===== config.mk =====
export PLATFORM = sky130hd
export DESIGN_NAME = encoder_tachometer_avg_flat
export DESIGN_NICKNAME = d
export VERILOG_FILES = /design/src/hdl/enctach_pkg.sv /design/src/hdl/enctach_if.sv /design/src/hdl/enctach_div.sv /design/src/hdl/enctach_ring.sv /design/src/hdl/enctach_regs.sv /design/src/hdl/encoder_tachometer_avg.sv /design/src/flat_wrapper.sv
export SDC_FILE = /design/constraint.sdc
export NUM_CORES = 2
export LEC_CHECK = 0
export ABC_AREA = 1
export BUFFER_PORTS_ARGS = -buffer_cell sky130_fd_sc_hd__buf_2
export CELL_PAD_IN_SITES_DETAIL_PLACEMENT = 1
export CELL_PAD_IN_SITES_GLOBAL_PLACEMENT = 1
export CORE_ASPECT_RATIO = 0.8
export CORE_MARGIN = 2
export CORE_UTILIZATION = 35
export CTS_CLUSTER_DIAMETER = 100
export DETAILED_ROUTE_END_ITERATION = 10
export PLACE_DENSITY_LB_ADDON = 0.1
export SLEW_MARGIN = 30
export SYNTH_ARGS = -nofsm -noshare
export SYNTH_HDL_FRONTEND = slang
export SYNTH_SLANG_ARGS = --single-unit

===== constraint.sdc =====
create_clock -name i_clk -period 15.7 [get_ports i_clk]
set_input_delay 1.57 -clock i_clk [delete_from_list [all_inputs] [get_ports i_clk]]
set_output_delay 1.57 -clock i_clk [all_outputs]
set_load 0.05 [all_outputs]

===== src/hdl/enctach_pkg.sv =====
// Shared constants and types for the encoder tachometer.
package enctach_pkg;

    localparam int CH_W     = 2;
    localparam int CAP_W    = 16;
    localparam int SCALE_W  = 24;
    localparam int STOP_W   = 5;
    localparam int SPEED_W  = 15;
    localparam int PADDR_W  = 3;
    localparam int PDATA_W  = 32;

    localparam logic [SPEED_W-1:0] SPEED_MAX = 15'h7FFF;
    localparam logic [STOP_W-1:0]  IDLE_MAX  = 5'd31;

    localparam logic [SCALE_W-1:0] DEF_SPEED_SCALE = 24'd300000;
    localparam logic [STOP_W-1:0]  DEF_STOP_TICKS  = 5'd20;

    localparam int DEF_AVG_DEPTH    = 10;
    localparam int DEF_NUM_CHANNELS = 4;

    // Register index, taken from paddr bit 2.
    localparam logic REG_SPEED_SCALE = 1'b0;
    localparam logic REG_STOP_TICKS  = 1'b1;

    // Input mode codes.
    localparam logic MODE_CAPTURE = 1'b0;
    localparam logic MODE_TICK    = 1'b1;

    typedef struct packed {
        logic               start;
        logic [SCALE_W-1:0] num;
        logic [CAP_W-1:0]   den;
    } t_div_req;

    typedef struct packed {
        logic               busy;
        logic               done;
        logic [SCALE_W-1:0] quot;
    } t_div_rsp;

endpackage


===== src/hdl/enctach_if.sv =====
// Handshake interfaces for the input and result channels.
interface enctach_in_if;
    logic                            valid;
    logic                            ready;
    logic                            mode;
    logic [enctach_pkg::CH_W-1:0]    channel;
    logic [enctach_pkg::CAP_W-1:0]   capture_value;

    modport source(output valid, mode, channel, capture_value, input ready);
    modport sink(input valid, mode, channel, capture_value, output ready);
endinterface

interface enctach_out_if;
    logic                            valid;
    logic                            ready;
    logic [enctach_pkg::CH_W-1:0]    out_channel;
    logic [enctach_pkg::SPEED_W-1:0] avg_speed;
    logic [enctach_pkg::SPEED_W-1:0] raw_speed;
    logic                            timed_out;
    logic                            last;

    modport source(output valid, out_channel, avg_speed, raw_speed, timed_out, last,
                   input ready);
    modport sink(input valid, out_channel, avg_speed, raw_speed, timed_out, last,
                 output ready);
endinterface


===== src/hdl/enctach_div.sv =====
// Serial restoring divider, one quotient bit per cycle.
module enctach_div (
    input  logic                  i_clk,
    input  logic                  i_rst_n,
    input  enctach_pkg::t_div_req i_req,
    output enctach_pkg::t_div_rsp o_rsp
);
    localparam int NW  = enctach_pkg::SCALE_W;
    localparam int DW  = enctach_pkg::CAP_W;
    localparam int CNT_W = $clog2(NW + 1);

    logic             r_busy;
    logic             r_done;
    logic [CNT_W-1:0] r_cnt;
    logic [DW-1:0]    r_rem;
    logic [DW-1:0]    r_den;
    logic [NW-1:0]    r_num;

    logic [DW:0]      rem_sh;
    logic             q_bit;
    logic [DW:0]      rem_sub;

    always_comb begin
        rem_sh  = {r_rem, r_num[NW-1]};
        q_bit   = (rem_sh >= {1'b0, r_den});
        rem_sub = rem_sh - {1'b0, r_den};
    end

    always_ff @(posedge i_clk) begin
        if (!i_rst_n) begin
            r_busy <= 1'b0;
            r_done <= 1'b0;
            r_cnt  <= '0;
        end else begin
            r_done <= 1'b0;
            if (i_req.start && !r_busy) begin
                r_busy <= 1'b1;
                r_cnt  <= CNT_W'(NW);
                r_rem  <= '0;
                r_den  <= i_req.den;
                r_num  <= i_req.num;
            end else if (r_busy) begin
                // The dividend shifts out at the top while quotient bits shift in.
                r_rem <= q_bit ? rem_sub[DW-1:0] : rem_sh[DW-1:0];
                r_num <= {r_num[NW-2:0], q_bit};
                r_cnt <= r_cnt - 1'b1;
                if (r_cnt == CNT_W'(1)) begin
                    r_busy <= 1'b0;
                    r_done <= 1'b1;
                end
            end
        end
    end

    assign o_rsp.busy = r_busy;
    assign o_rsp.done = r_done;
    assign o_rsp.quot = r_num;

endmodule


===== src/hdl/enctach_ring.sv =====
// Speed ring memory with per-entry valid bits; unwritten entries read as zero.
module enctach_ring #(
    parameter int ADDR_W = 6
) (
    input  logic                              i_clk,
    input  logic                              i_rst_n,
    input  logic                              i_we,
    input  logic [ADDR_W-1:0]                 i_waddr,
    input  logic [enctach_pkg::SPEED_W-1:0]   i_wdata,
    input  logic                              i_re,
    input  logic [ADDR_W-1:0]                 i_raddr,
    output logic [enctach_pkg::SPEED_W-1:0]   o_rdata
);
    localparam int DEPTH = 2 ** ADDR_W;

    logic [enctach_pkg::SPEED_W-1:0] r_mem [DEPTH];
    logic [DEPTH-1:0]                r_valid;
    logic [enctach_pkg::SPEED_W-1:0] r_rdata;
    logic                            r_rd_valid;

    always_ff @(posedge i_clk) begin
        if (i_we) begin
            r_mem[i_waddr] <= i_wdata;
        end
        if (i_re) begin
            r_rdata <= r_mem[i_raddr];
        end
    end

    always_ff @(posedge i_clk) begin
        if (!i_rst_n) begin
            r_valid    <= '0;
            r_rd_valid <= 1'b0;
        end else begin
            if (i_we) begin
                r_valid[i_waddr] <= 1'b1;
            end
            if (i_re) begin
                r_rd_valid <= r_valid[i_raddr];
            end
        end
    end

    assign o_rdata = r_rd_valid ? r_rdata : '0;

endmodule


===== src/hdl/enctach_regs.sv =====
// APB configuration registers: speed scale and stop tick limit.
module enctach_regs (
    input  logic                                i_clk,
    input  logic                                i_rst_n,
    input  logic                                psel,
    input  logic                                penable,
    input  logic                                pwrite,
    input  logic [enctach_pkg::PADDR_W-1:0]     paddr,
    input  logic [enctach_pkg::PDATA_W-1:0]     pwdata,
    output logic [enctach_pkg::PDATA_W-1:0]     prdata,
    output logic                                pready,
    output logic [enctach_pkg::SCALE_W-1:0]     o_speed_scale,
    output logic [enctach_pkg::STOP_W-1:0]      o_stop_ticks
);
    logic [enctach_pkg::SCALE_W-1:0] r_speed_scale;
    logic [enctach_pkg::STOP_W-1:0]  r_stop_ticks;
    logic                            wr_en;
    logic                            reg_sel;

    assign pready  = 1'b1;
    assign wr_en   = psel && penable && pwrite && pready;
    assign reg_sel = paddr[2];

    always_ff @(posedge i_clk) begin
        if (!i_rst_n) begin
            r_speed_scale <= enctach_pkg::DEF_SPEED_SCALE;
            r_stop_ticks  <= enctach_pkg::DEF_STOP_TICKS;
        end else if (wr_en) begin
            case (reg_sel)
                enctach_pkg::REG_SPEED_SCALE:
                    r_speed_scale <= pwdata[enctach_pkg::SCALE_W-1:0];
                enctach_pkg::REG_STOP_TICKS:
                    r_stop_ticks <= pwdata[enctach_pkg::STOP_W-1:0];
                default: ;
            endcase
        end
    end

    always_comb begin
        case (reg_sel)
            enctach_pkg::REG_SPEED_SCALE:
                prdata = enctach_pkg::PDATA_W'(r_speed_scale);
            enctach_pkg::REG_STOP_TICKS:
                prdata = enctach_pkg::PDATA_W'(r_stop_ticks);
            default:
                prdata = '0;
        endcase
    end

    assign o_speed_scale = r_speed_scale;
    assign o_stop_ticks  = r_stop_ticks;

endmodule


===== src/hdl/encoder_tachometer_avg.sv =====
// Encoder tachometer with a per-channel moving-average ring, top level.
// One transaction is handled at a time. A capture transaction waits on a 24-step serial
// divider for the speed (scale / period); around that wait it reads the channel-state
// memory, writes back the ring and the channel state, and reads the ring's first and last
// slots. The average (ring sum / depth) is a reciprocal multiplication and adds no divider
// pass. A result still waiting in the output register delays the final step. A tick
// transaction reports its timed-out channels one by one, and stalls while the result
// port stalls. The ring has per-entry valid bits, so no clearing pass follows reset; a
// capture on a channel at or above NUM_CHANNELS, or a tick with no timeout, produces no
// result.
module encoder_tachometer_avg #(
    parameter int AVG_DEPTH    = enctach_pkg::DEF_AVG_DEPTH,
    parameter int NUM_CHANNELS = enctach_pkg::DEF_NUM_CHANNELS
) (
    input  logic                            i_clk,
    input  logic                            i_rst_n,
    enctach_in_if.sink                      i_in,
    enctach_out_if.source                   o_out,
    input  logic                            psel,
    input  logic                            penable,
    input  logic                            pwrite,
    input  logic [enctach_pkg::PADDR_W-1:0] paddr,
    input  logic [enctach_pkg::PDATA_W-1:0] pwdata,
    output logic [enctach_pkg::PDATA_W-1:0] prdata,
    output logic                            pready
);
    localparam int CAP_W   = enctach_pkg::CAP_W;
    localparam int SPEED_W = enctach_pkg::SPEED_W;
    localparam int STOP_W  = enctach_pkg::STOP_W;
    localparam int CH_W    = enctach_pkg::CH_W;
    localparam int IW      = $clog2(AVG_DEPTH);
    localparam int CIW     = (NUM_CHANNELS > 1) ? $clog2(NUM_CHANNELS) : 1;
    localparam int CK_W    = ((CH_W > CIW) ? CH_W : CIW) + 1;
    localparam int SW      = $clog2(AVG_DEPTH * 32767 + 1);
    localparam int CHM_W   = CAP_W + IW + SW;
    localparam int CHM_D   = 2 ** CIW;
    // Reciprocal of the depth, rounded up; exact for every sum below 2**SW.
    localparam int     RK   = SW + $clog2(AVG_DEPTH);
    localparam longint RM   = ((longint'(1) << RK) + longint'(AVG_DEPTH) - 1)
                              / longint'(AVG_DEPTH);
    localparam int     RM_W = $clog2(RM + 1);

    typedef enum logic [3:0] {
        S_IDLE, S_CRD, S_DIV1, S_WR, S_RL, S_R0, S_AVG, S_OUT, S_TICK
    } t_state;

    // Configuration.
    logic [enctach_pkg::SCALE_W-1:0] speed_scale;
    logic [STOP_W-1:0]               stop_ticks;

    enctach_regs u_regs (
        .i_clk        (i_clk),
        .i_rst_n      (i_rst_n),
        .psel         (psel),
        .penable      (penable),
        .pwrite       (pwrite),
        .paddr        (paddr),
        .pwdata       (pwdata),
        .prdata       (prdata),
        .pready       (pready),
        .o_speed_scale(speed_scale),
        .o_stop_ticks (stop_ticks)
    );

    // Control and working registers.
    t_state                  r_state;
    logic [CIW-1:0]          r_ch;
    logic [CAP_W-1:0]        r_cap;
    logic [IW-1:0]           r_idx;
    logic [SW-1:0]           r_sum;
    logic [SPEED_W-1:0]      r_raw;
    logic [SPEED_W-1:0]      r_avg;
    logic                    r_last_nz;
    logic [STOP_W-1:0]       r_idle [NUM_CHANNELS];
    logic [NUM_CHANNELS-1:0] r_mask;

    logic                    r_out_valid;
    logic [CH_W-1:0]         r_out_ch;
    logic [SPEED_W-1:0]      r_out_avg;
    logic [SPEED_W-1:0]      r_out_raw;
    logic                    r_out_to;
    logic                    r_out_last;

    // Channel state memory: previous capture, ring index and ring sum.
    logic [CHM_W-1:0]        r_chm [CHM_D];
    logic [CHM_D-1:0]        r_chm_vld;
    logic [CHM_W-1:0]        r_chm_rdata;
    logic                    r_chm_rvld;
    logic [CHM_W-1:0]        chm_rd;
    logic                    chm_re;
    logic                    chm_we;
    logic [CHM_W-1:0]        chm_wdata;

    // Ring memory access.
    logic                    ring_we;
    logic                    ring_re;
    logic [CIW+IW-1:0]       ring_raddr;
    logic [SPEED_W-1:0]      ring_rdata;

    enctach_pkg::t_div_req   div_req;
    enctach_pkg::t_div_rsp   div_rsp;

    logic                    in_acc;
    logic                    ch_ok;
    logic [CAP_W-1:0]        old_cap;
    logic [IW-1:0]           old_idx;
    logic [SW-1:0]           old_sum;
    logic [CAP_W-1:0]        period;
    logic [SPEED_W-1:0]      quot_sat;
    logic [IW-1:0]           n_idx;
    logic [SW-1:0]           n_sum;
    logic [SW+RM_W-1:0]      avg_prod;
    logic [SPEED_W-1:0]      avg_div;
    logic                    out_free;
    logic                    out_load;
    logic [STOP_W-1:0]       n_idle [NUM_CHANNELS];
    logic [NUM_CHANNELS-1:0] n_mask;
    logic [CIW-1:0]          tick_ch;
    logic [NUM_CHANNELS-1:0] tick_rest;

    assign in_acc   = i_in.valid && i_in.ready;
    assign ch_ok    = (CK_W'(i_in.channel) < CK_W'(NUM_CHANNELS));
    assign out_free = !r_out_valid || o_out.ready;
    assign out_load = ((r_state == S_OUT) || (r_state == S_TICK)) && out_free;
    assign i_in.ready = (r_state == S_IDLE);

    assign chm_rd  = r_chm_rvld ? r_chm_rdata : '0;
    assign old_cap = chm_rd[CHM_W-1 -: CAP_W];
    assign old_idx = chm_rd[SW +: IW];
    assign old_sum = chm_rd[SW-1:0];

    // Wrap rule: a capture that is not greater gives the wrapped difference less one.
    assign period = (r_cap > old_cap) ? (r_cap - old_cap)
                                      : (r_cap + {CAP_W{1'b1}} - old_cap);

    assign quot_sat = (div_rsp.quot > enctach_pkg::SCALE_W'(enctach_pkg::SPEED_MAX))
                    ? enctach_pkg::SPEED_MAX : div_rsp.quot[SPEED_W-1:0];

    assign n_idx = (r_idx == IW'(AVG_DEPTH - 1)) ? '0 : r_idx + 1'b1;
    assign n_sum = r_sum - SW'(ring_rdata) + SW'(r_raw);

    assign avg_prod = (SW+RM_W)'(r_sum) * (SW+RM_W)'(RM);
    assign avg_div  = SPEED_W'(avg_prod >> RK);

    // Tick: every counter advances at once; the timed-out set is then reported in turn.
    always_comb begin
        for (int c = 0; c < NUM_CHANNELS; c++) begin
            logic [STOP_W-1:0] inc;
            inc = (r_idle[c] == enctach_pkg::IDLE_MAX) ? r_idle[c] : r_idle[c] + 1'b1;
            n_mask[c] = (inc >= stop_ticks);
            n_idle[c] = n_mask[c] ? '0 : inc;
        end
    end

    always_comb begin
        tick_ch = '0;
        for (int c = NUM_CHANNELS - 1; c >= 0; c--) begin
            if (r_mask[c]) begin
                tick_ch = CIW'(c);
            end
        end
        tick_rest = r_mask & ~(NUM_CHANNELS'(1) << tick_ch);
    end

    // Memory control.
    always_comb begin
        chm_re     = in_acc && (i_in.mode == enctach_pkg::MODE_CAPTURE) && ch_ok;
        chm_we     = (r_state == S_WR);
        chm_wdata  = {r_cap, n_idx, n_sum};
        ring_we    = (r_state == S_WR);
        ring_re    = 1'b0;
        ring_raddr = {r_ch, old_idx};
        case (r_state)
            S_CRD: begin
                ring_re    = 1'b1;
                ring_raddr = {r_ch, old_idx};
            end
            S_RL: begin
                ring_re    = 1'b1;
                ring_raddr = {r_ch, IW'(AVG_DEPTH - 1)};
            end
            S_R0: begin
                ring_re    = 1'b1;
                ring_raddr = {r_ch, {IW{1'b0}}};
            end
            default: ;
        endcase
    end

    always_ff @(posedge i_clk) begin
        if (chm_we) begin
            r_chm[r_ch] <= chm_wdata;
        end
        if (chm_re) begin
            r_chm_rdata <= r_chm[CIW'(i_in.channel)];
        end
    end

    always_ff @(posedge i_clk) begin
        if (!i_rst_n) begin
            r_chm_vld  <= '0;
            r_chm_rvld <= 1'b0;
        end else begin
            if (chm_we) begin
                r_chm_vld[r_ch] <= 1'b1;
            end
            if (chm_re) begin
                r_chm_rvld <= r_chm_vld[CIW'(i_in.channel)];
            end
        end
    end

    enctach_ring #(
        .ADDR_W(CIW + IW)
    ) u_ring (
        .i_clk  (i_clk),
        .i_rst_n(i_rst_n),
        .i_we   (ring_we),
        .i_waddr({r_ch, r_idx}),
        .i_wdata(r_raw),
        .i_re   (ring_re),
        .i_raddr(ring_raddr),
        .o_rdata(ring_rdata)
    );

    always_comb begin
        div_req.start = (r_state == S_CRD);
        div_req.num   = speed_scale;
        div_req.den   = period;
    end

    enctach_div u_div (
        .i_clk  (i_clk),
        .i_rst_n(i_rst_n),
        .i_req  (div_req),
        .o_rsp  (div_rsp)
    );

    // Sequencer, idle counters and result register.
    always_ff @(posedge i_clk) begin
        if (!i_rst_n) begin
            r_state     <= S_IDLE;
            r_out_valid <= 1'b0;
            r_mask      <= '0;
            for (int c = 0; c < NUM_CHANNELS; c++) begin
                r_idle[c] <= '0;
            end
        end else begin
            r_out_valid <= out_load || (r_out_valid && !o_out.ready);
            case (r_state)
                S_IDLE: begin
                    if (in_acc) begin
                        if (i_in.mode == enctach_pkg::MODE_CAPTURE) begin
                            if (ch_ok) begin
                                r_ch    <= CIW'(i_in.channel);
                                r_cap   <= i_in.capture_value;
                                r_idle[CIW'(i_in.channel)] <= '0;
                                r_state <= S_CRD;
                            end
                        end else begin
                            for (int c = 0; c < NUM_CHANNELS; c++) begin
                                r_idle[c] <= n_idle[c];
                            end
                            r_mask <= n_mask;
                            if (n_mask != '0) begin
                                r_state <= S_TICK;
                            end
                        end
                    end
                end
                S_CRD: begin
                    r_idx   <= old_idx;
                    r_sum   <= old_sum;
                    r_state <= S_DIV1;
                end
                S_DIV1: begin
                    if (div_rsp.done) begin
                        r_raw   <= quot_sat;
                        r_state <= S_WR;
                    end
                end
                S_WR: begin
                    // The ring still shows the overwritten entry here.
                    r_sum   <= n_sum;
                    r_state <= S_RL;
                end
                S_RL: begin
                    r_state <= S_R0;
                end
                S_R0: begin
                    r_last_nz <= (ring_rdata != '0);
                    r_state   <= S_AVG;
                end
                S_AVG: begin
                    r_avg   <= r_last_nz ? avg_div : ring_rdata;
                    r_state <= S_OUT;
                end
                S_OUT: begin
                    if (out_free) begin
                        r_out_ch    <= CH_W'(r_ch);
                        r_out_avg   <= r_avg;
                        r_out_raw   <= r_raw;
                        r_out_to    <= 1'b0;
                        r_out_last  <= 1'b1;
                        r_state     <= S_IDLE;
                    end
                end
                S_TICK: begin
                    if (out_free) begin
                        r_out_ch    <= CH_W'(tick_ch);
                        r_out_avg   <= '0;
                        r_out_raw   <= '0;
                        r_out_to    <= 1'b1;
                        r_out_last  <= (tick_rest == '0);
                        r_mask      <= tick_rest;
                        if (tick_rest == '0) begin
                            r_state <= S_IDLE;
                        end
                    end
                end
                default: begin
                    r_state <= S_IDLE;
                end
            endcase
        end
    end

    assign o_out.valid       = r_out_valid;
    assign o_out.out_channel = r_out_ch;
    assign o_out.avg_speed   = r_out_avg;
    assign o_out.raw_speed   = r_out_raw;
    assign o_out.timed_out   = r_out_to;
    assign o_out.last        = r_out_last;

    a_div_start_idle: assert property (@(posedge i_clk) disable iff (!i_rst_n)
        div_req.start |-> !div_rsp.busy)
        else $error("divider started while busy");

    a_tick_mask: assert property (@(posedge i_clk) disable iff (!i_rst_n)
        (r_state == S_TICK) |-> (r_mask != '0))
        else $error("tick reporting with no timed-out channel left");

    a_timeout_zero: assert property (@(posedge i_clk) disable iff (!i_rst_n)
        (o_out.valid && o_out.timed_out) |-> (o_out.avg_speed == '0 && o_out.raw_speed == '0))
        else $error("timeout result with nonzero speed");

    a_capture_last: assert property (@(posedge i_clk) disable iff (!i_rst_n)
        (r_state == S_OUT && out_free) |=> (o_out.valid && o_out.last && !o_out.timed_out))
        else $error("capture result not presented as a single final result");

endmodule

===== src/flat_wrapper.sv =====
// flat-port wrapper written by rule: the top's interface ports become plain ports
module encoder_tachometer_avg_flat 
#(
    parameter int AVG_DEPTH    = enctach_pkg::DEF_AVG_DEPTH,
    parameter int NUM_CHANNELS = enctach_pkg::DEF_NUM_CHANNELS
)
  (i_clk, i_rst_n, psel, penable, pwrite, paddr, pwdata, prdata, pready, i_in_valid, i_in_mode, i_in_channel, i_in_capture_value, i_in_ready, o_out_valid, o_out_out_channel, o_out_avg_speed, o_out_raw_speed, o_out_timed_out, o_out_last, o_out_ready);
  enctach_in_if i_in_i ();
  enctach_out_if o_out_i ();
  input  logic i_clk;
  input  logic i_rst_n;
  input  logic psel;
  input  logic penable;
  input  logic pwrite;
  input  logic [enctach_pkg::PADDR_W-1:0] paddr;
  input  logic [enctach_pkg::PDATA_W-1:0] pwdata;
  output logic [enctach_pkg::PDATA_W-1:0] prdata;
  output logic pready;
  input wire logic [$bits(i_in_i.valid)-1:0] i_in_valid;
  input wire logic [$bits(i_in_i.mode)-1:0] i_in_mode;
  input wire logic [$bits(i_in_i.channel)-1:0] i_in_channel;
  input wire logic [$bits(i_in_i.capture_value)-1:0] i_in_capture_value;
  output wire logic [$bits(i_in_i.ready)-1:0] i_in_ready;
  output wire logic [$bits(o_out_i.valid)-1:0] o_out_valid;
  output wire logic [$bits(o_out_i.out_channel)-1:0] o_out_out_channel;
  output wire logic [$bits(o_out_i.avg_speed)-1:0] o_out_avg_speed;
  output wire logic [$bits(o_out_i.raw_speed)-1:0] o_out_raw_speed;
  output wire logic [$bits(o_out_i.timed_out)-1:0] o_out_timed_out;
  output wire logic [$bits(o_out_i.last)-1:0] o_out_last;
  input wire logic [$bits(o_out_i.ready)-1:0] o_out_ready;
  assign i_in_i.valid = i_in_valid;
  assign i_in_i.mode = i_in_mode;
  assign i_in_i.channel = i_in_channel;
  assign i_in_i.capture_value = i_in_capture_value;
  assign i_in_ready = i_in_i.ready;
  assign o_out_valid = o_out_i.valid;
  assign o_out_out_channel = o_out_i.out_channel;
  assign o_out_avg_speed = o_out_i.avg_speed;
  assign o_out_raw_speed = o_out_i.raw_speed;
  assign o_out_timed_out = o_out_i.timed_out;
  assign o_out_last = o_out_i.last;
  assign o_out_i.ready = o_out_ready;
  encoder_tachometer_avg #(.AVG_DEPTH(AVG_DEPTH), .NUM_CHANNELS(NUM_CHANNELS)) u_core (.i_clk(i_clk), .i_rst_n(i_rst_n), .i_in(i_in_i), .o_out(o_out_i), .psel(psel), .penable(penable), .pwrite(pwrite), .paddr(paddr), .pwdata(pwdata), .prdata(prdata), .pready(pready));
endmodule

* Yosys cells after proc, flatten, opt, wreduce, memory -nomap -nowiden
Memory sizes are Yosys's and may differ from the RTL's. A register that Yosys moved wholly into a read port is not among the register bits. Index checks and enable logic that the tools add are counted.
Word-level totals: register bits after elaboration 277, RAM bits 1136, input bits 61, output and inout port bits 69, word-level logic and storage cells 215, memories kept 3
Operators by class: add/subtract/negate cells 12, multiply operators 1, order comparisons 13, equality and inequality tests 21, shift operators 1, muxes and demuxes 84, bitwise operators 12, reduce and logical (&&, ||, !) cells 40
Memories:
- u_core.u_ring.r_mem | depth 64, width 15, read ports 1, clocked after memory_dff 1, wr ports 1, line enctach_ring.sv:16 | logic [enctach_pkg::SPEED_W-1:0] r_mem [DEPTH];
- u_core.r_chm | depth 4, width 39, read ports 1, clocked after memory_dff 1, wr ports 1, line encoder_tachometer_avg.sv:85 | logic [CHM_W-1:0] r_chm [CHM_D];
- u_core.r_idle | depth 4, width 5, read ports 4, clocked after memory_dff 0, wr ports 4, line encoder_tachometer_avg.sv:74 | logic [STOP_W-1:0] r_idle [NUM_CHANNELS];
Operators by type and width (number):
- 15-bit 2-to-1 mux | 5
- 5-bit 2-to-1 mux | 15
- 64-bit bitwise OR | 1
- 32-bit case mux with 2 select lines | 1
- 15-bit case mux with 2 select lines | 2
- 16-bit 2-to-1 mux | 3
- 24-bit 2-to-1 mux | 2
- 16-bit subtractor | 3
- 4-bit 2-to-1 mux | 11
- 39-bit 2-to-1 mux | 1
- 19-bit by 20-bit multiplier with 38-bit output, second input constant | 1
- 19-bit case mux with 2 select lines | 1
- 4-bit case mux with 9 select lines | 1
- 1-bit 2-to-1 mux | 26
- 24-bit by 15-bit greater-than comparator with 1-bit output, second input constant | 1
- 5-bit by 1-bit adder with 5-bit output, second input constant | 4
- 5-bit == test, second input constant | 4
- 5-bit greater-or-equal comparator | 4
- 19-bit by 15-bit adder with 19-bit output | 1
- 19-bit by 15-bit subtractor with 19-bit output | 1
- 17-bit by 16-bit greater-or-equal comparator with 1-bit output | 1
- 16-bit adder, second input constant | 1
- 4-bit by 3-bit == test with 1-bit output, second input constant | 4
- 16-bit greater-than comparator | 1
- other kinds (41) | 89

* Depth between registers and ports, before layout
depth after elaboration 11, depth in mapped cells 26, gate-level depth less buffers 26

* Modules after synthesis
Synthesis repeated with hierarchy kept, for this count alone.
Second synthesis, totals: cells, all modules 6497, area total of the unflattened synthesis 68717.2 sq um
Modules (own cells, without submodules):
- enctach_ring | instances 1, cells each 3476, area each 41402.2 sq um, sequential area each 30579.3 sq um
- encoder_tachometer_avg | instances 1, cells each 2290, area each 22001.1 sq um, sequential area each 9719.3 sq um
- enctach_div | instances 1, cells each 495, area each 3832.4 sq um, sequential area each 1821.7 sq um
- enctach_regs | instances 1, cells each 236, area each 1481.4 sq um, sequential area each 580.6 sq um

* Worst setup path before layout
OpenSTA, ideal clock, no wires.
kind in2reg, start point in i_rst_n, end point reg u_core.u_div.r_num[0] (enable), setup time 0.493 ns, arrival time 4.973 ns, required time 15.207 ns, setup slack 10.234 ns, stages 4, buffers on the path 2, cells stage by stage clkbuf_1 > inv_2 > clkbuf_1 > o21ai_0
Between the ends: cells in the longest elaborated chain, start to end 1
Ends and longest elaborated chain:
- start: declaration | line flat_wrapper.sv:11 | input logic i_rst_n;
- 2-bit AND reduction (no line)
- end signal: assignment | line enctach_div.sv:41 | r_num <= i_req.num;
- end signal: assignment | line enctach_div.sv:45 | r_num <= {r_num[NW-2:0], q_bit};
- end: declaration | line enctach_div.sv:17 | logic [NW-1:0] r_num;
Every way passes these cells. A chain may end at the register's enable or synchronous reset.

* Worst setup path in the final report
start point reg u_core.r_sum[8], end point reg u_core.r_avg[14] (data pin)
Between the ends: cells in the longest elaborated chain, start to end 2
Ends and longest elaborated chain:
- start: declaration | line encoder_tachometer_avg.sv:70 | logic [SW-1:0] r_sum;
- start signal: assignment | line encoder_tachometer_avg.sv:273 | r_sum <= old_sum;
- start signal: assignment | line encoder_tachometer_avg.sv:284 | r_sum <= n_sum;
- 19-bit by 20-bit multiplier with 38-bit output | line encoder_tachometer_avg.sv:142 | assign avg_prod = (SW+RM_W)'(r_sum) * (SW+RM_W)'(RM);
- 15-bit 2-to-1 mux | line encoder_tachometer_avg.sv:295 | r_avg <= r_last_nz ? avg_div : ring_rdata;
- end signal: assignment | line encoder_tachometer_avg.sv:295
- end: declaration | line encoder_tachometer_avg.sv:72 | logic [SPEED_W-1:0] r_avg;
Every way passes these cells.

==> run_results.csv <==
group,metric,value,unit
clock_tree,hold_buffers,0,
route,vias_per_cell,5.09,
cells_and_area,drive_above_1_share,7.92,%
clock_tree,htreeDepth,4,
clock_tree,postCtsSetupBuffers,0,
placed_design,hpwl,136,mm
timing,finalHoldViolCount,0,
global_route,grt_max_degree,193,
synth,synth.ff_latch_count,1467,
outcome,status,"completed",
clock_tree,cts_buffer_depth,3,
route,first_pass_iters,5,
route,routed_wl,214,mm
clock_tree,tritoncts,"done",
critical_path,critPathMaxFanout,5,
critical_path,crit_path_start_kind,"flip-flop",
critical_path,critPathCaptureType,"flip-flop",
cells_and_area,final_common_cell,"edfxtp_1",
critical_path,critical_path_arrival,6580,ps
timing,setup_violations,0,
synth,synth_cells,6491,
timing,max_freq,0.166,GHz
job,cap_violations,0,
timing,layout_min_cycle_time,6040,ps
power_and_ir_drop,p_switching,4.94,mW
global_route,grt_pass1_vias,48500,
route,drc,0,
cells_and_area,most-common-layout-cells,"1332 x edfxtp_1, 1141 x nand2_1, 886 x inv_1, 587 x nor2_1, 455 x nand3_1",
global_route,track_usage,21.2,%
clock_tree,numCtsBuffers,162,
global_route,grt_antenna_before_repair,17,
timing,tightest_slew,977,ps
die,rows,145,
synth,synth.area.top_cells,"edfxtp_1 58%, nand2_1 6.2%, inv_1 4.8%",
route,wire_per_inst,22.9,µm
power_and_ir_drop,power_frac_comb,36.3,%
synth,yosys_most_used_dff,"edfxtp_1",
hold_path,hold_path_class,"reg -> reg",
global_route,grt_overflow_total,0,
power_and_ir_drop,pwr-share-clk,29.2,%
route,drtIter0Drc,3670,
die,core,196000,µm²
die,initial_core_util,35.3,%
synth,syn_area_per_cell,10.6,µm²
synth,yosys.cell_types.count,54,
clock_tree,cts_root_buf,"clkbuf_16",
synth,yosysWarnings,0,
synth,synth_edf_count,1332,
route,vias,47500,
power_and_ir_drop,p_seq_share,34.6,%
cells_and_area,num-nets-final,6997,
synth,synth_top_area_share,57.9,%
power_and_ir_drop,swShare,38.1,%
timing,setup-tns-final,0,ps
cells_and_area,area_growth,12.8,%
placed_design,port-buffer-count,110,
die,dieWidth,501,µm
synth,seq_area_frac_synth,61.8,%
synth,synth_area,69100,µm²
clock_tree,path_clk_slew,60,ps
power_and_ir_drop,power_density,166,nW/µm²
power_and_ir_drop,ir_drop,0.000148,V
timing,final.setup_skew,52.3,ps
clock_tree,clkSinkCount,1467,
die,dieArea,201000,µm²
cells_and_area,fin_util,39.8,%
timing,slew_viol_final,0,
power_and_ir_drop,p_int,8.03,mW
synth,synthArstFlopShare,0,%
critical_path,critPathRequiredTime,16230,ps
timing,fin_crit_sh,38.5,%
clock_tree,clkLatencyLatePin,830,ps
clock_tree,cts-resized-gates,0,
die,ioPinCount,130,
synth,synth.largest_area_cell,"edfxtp_1",
die,die_y,401,µm
critical_path,crit_type,"reg -> reg",
timing,slew_headroom,34.6,%
placed_design,place_congestion,0.840,
power_and_ir_drop,power_leakage,30.4,nW
timing,rsz0062_at_grt,"no",
route,ant_nets,0,
global_route,grt_pass1_wl,319,mm
## worst max-delay path: stages (launching register included)
cell,delay [ps]
edfxtp_1,480
inv_1,180
ha_1,370
fa_1,610
inv_1,110
fa_1,580
inv_1,70
fa_1,480
inv_1,60
fa_1,530
inv_1,60
fa_1,540
inv_1,50
ha_1,390
nand2_1,130
nor2_1,120
inv_1,80
nor2_1,150
and3_1,180
nand2_1,60
nand2_1,150
nand2_1,110
nand2_1,70
nand2_1,60
nand3_1,80
nand2_1,60
## layout make-up
cell class	instances	area, µm²
fill	21300	118000
tap	2572	3220
multi-input combinational	3829	21700
clock buffer	222	4390
clock inverter	78	853
timing repair buffer	248	1640
inverter	899	3390
sequential	1467	42700
antenna	2	5.00
## metrics by stage
stage                     worst slack (ps)  hold WS [ps]  cell area (µm²)  std cells  total power, mW
final                                 9660           461            77900       9317             13.0
after global routing                  9290           476            77900       9316             13.9
after CTS                             9620           466            77900       9314             13.1
after detailed placement              9690           451            72700       9014             9.27
after global placement                9780           440            72600       9012             9.23
after floorplan                      10230           431            69100       6498             7.75
## registers in the layout, summed over array words and instances (netlist names), 19 cells and up
| signal | flops |
|---|---|
| u_core.u_ring.r_mem | 960 |
| u_core.r_chm | 156 |
| u_core.u_ring.r_valid | 64 |
| u_core.r_idle | 20 |
| u_core.u_div.r_num | 24 |
| u_core.u_regs.o_speed_scale | 24 |
| u_core.r_chm_rdata | 39 |
| u_core.r_sum | 19 |
## final timing paths
path | start | to | slack (ps) | cells after the start
hold / removal | u_core.u_ring.r_valid[27]$_SDFFE_PN0P_ | u_core.u_ring.r_valid[27]$_SDFFE_PN0P_ | 460 | 2
setup reg to reg | u_core.r_sum[8]$_DFFE_PP_ | u_core.r_avg[14]$_DFFE_PP_ | 9660 | 25
setup / recovery | u_core.r_sum[8]$_DFFE_PP_ | u_core.r_avg[14]$_DFFE_PP_ | 9660 | 25
hold reg to reg | u_core.u_ring.r_valid[27]$_SDFFE_PN0P_ | u_core.u_ring.r_valid[27]$_SDFFE_PN0P_ | 460 | 2
## metal layers
layer	part of all wire, %	vias up	GRT usage, %	routed length (µm)
met5	0.0033	-	0	7
met4	1.9	2	4.56	4140
met3	4.7	238	3.11	10100
met2	43	913	31.8	92200
met1	50	24000	32.1	107000
li1	-	22300	-	-
## power groups by stage
stage,Combinational (mW),Clock [mW],Sequential (mW)
floorplan,3.17,0,4.58
global placement,4.67,0,4.56
detailed placement,4.70,0,4.57
CTS,4.74,3.88,4.49
global route,5.34,4.04,4.49
finish,4.70,3.78,4.48
## logic make-up (layout without fill, tap and decap cells)
group,Yosys count,in the layout,share of synthesized area [%]
AO/OA/AOI/OAI,1104,1104,9.16
XOR/XNOR,65,65,0.824
adder cells (fa/ha/maj),329,329,7.23
buffers and inverters,1202,1447,7.02
flip-flops,1467,1467,61.8
multiplexers,4,4,0.0652
other,2,11,0.0109
AND/OR/NAND/NOR,2318,2318,13.9
## synth_stat cells, types with 18 or more instances
library cell,number
nor3_1,24
buf_2,82
ha_1,212
o211ai_1,203
a21oi_1,331
dfxtp_1,135
nand2_1,1144
clkbuf_1,130
edfxtp_1,1332
nand4_1,28
a22oi_1,40
a21o_1,22
nor2_1,604
o21ai_1,61
xnor2_1,18
nand3b_1,23
xor2_1,47
buf_1,36
nand3_1,456
fa_1,117
inv_1,886
o21ai_0,390
buf_4,44
Note: power is estimated with default switching activity, not from simulation.
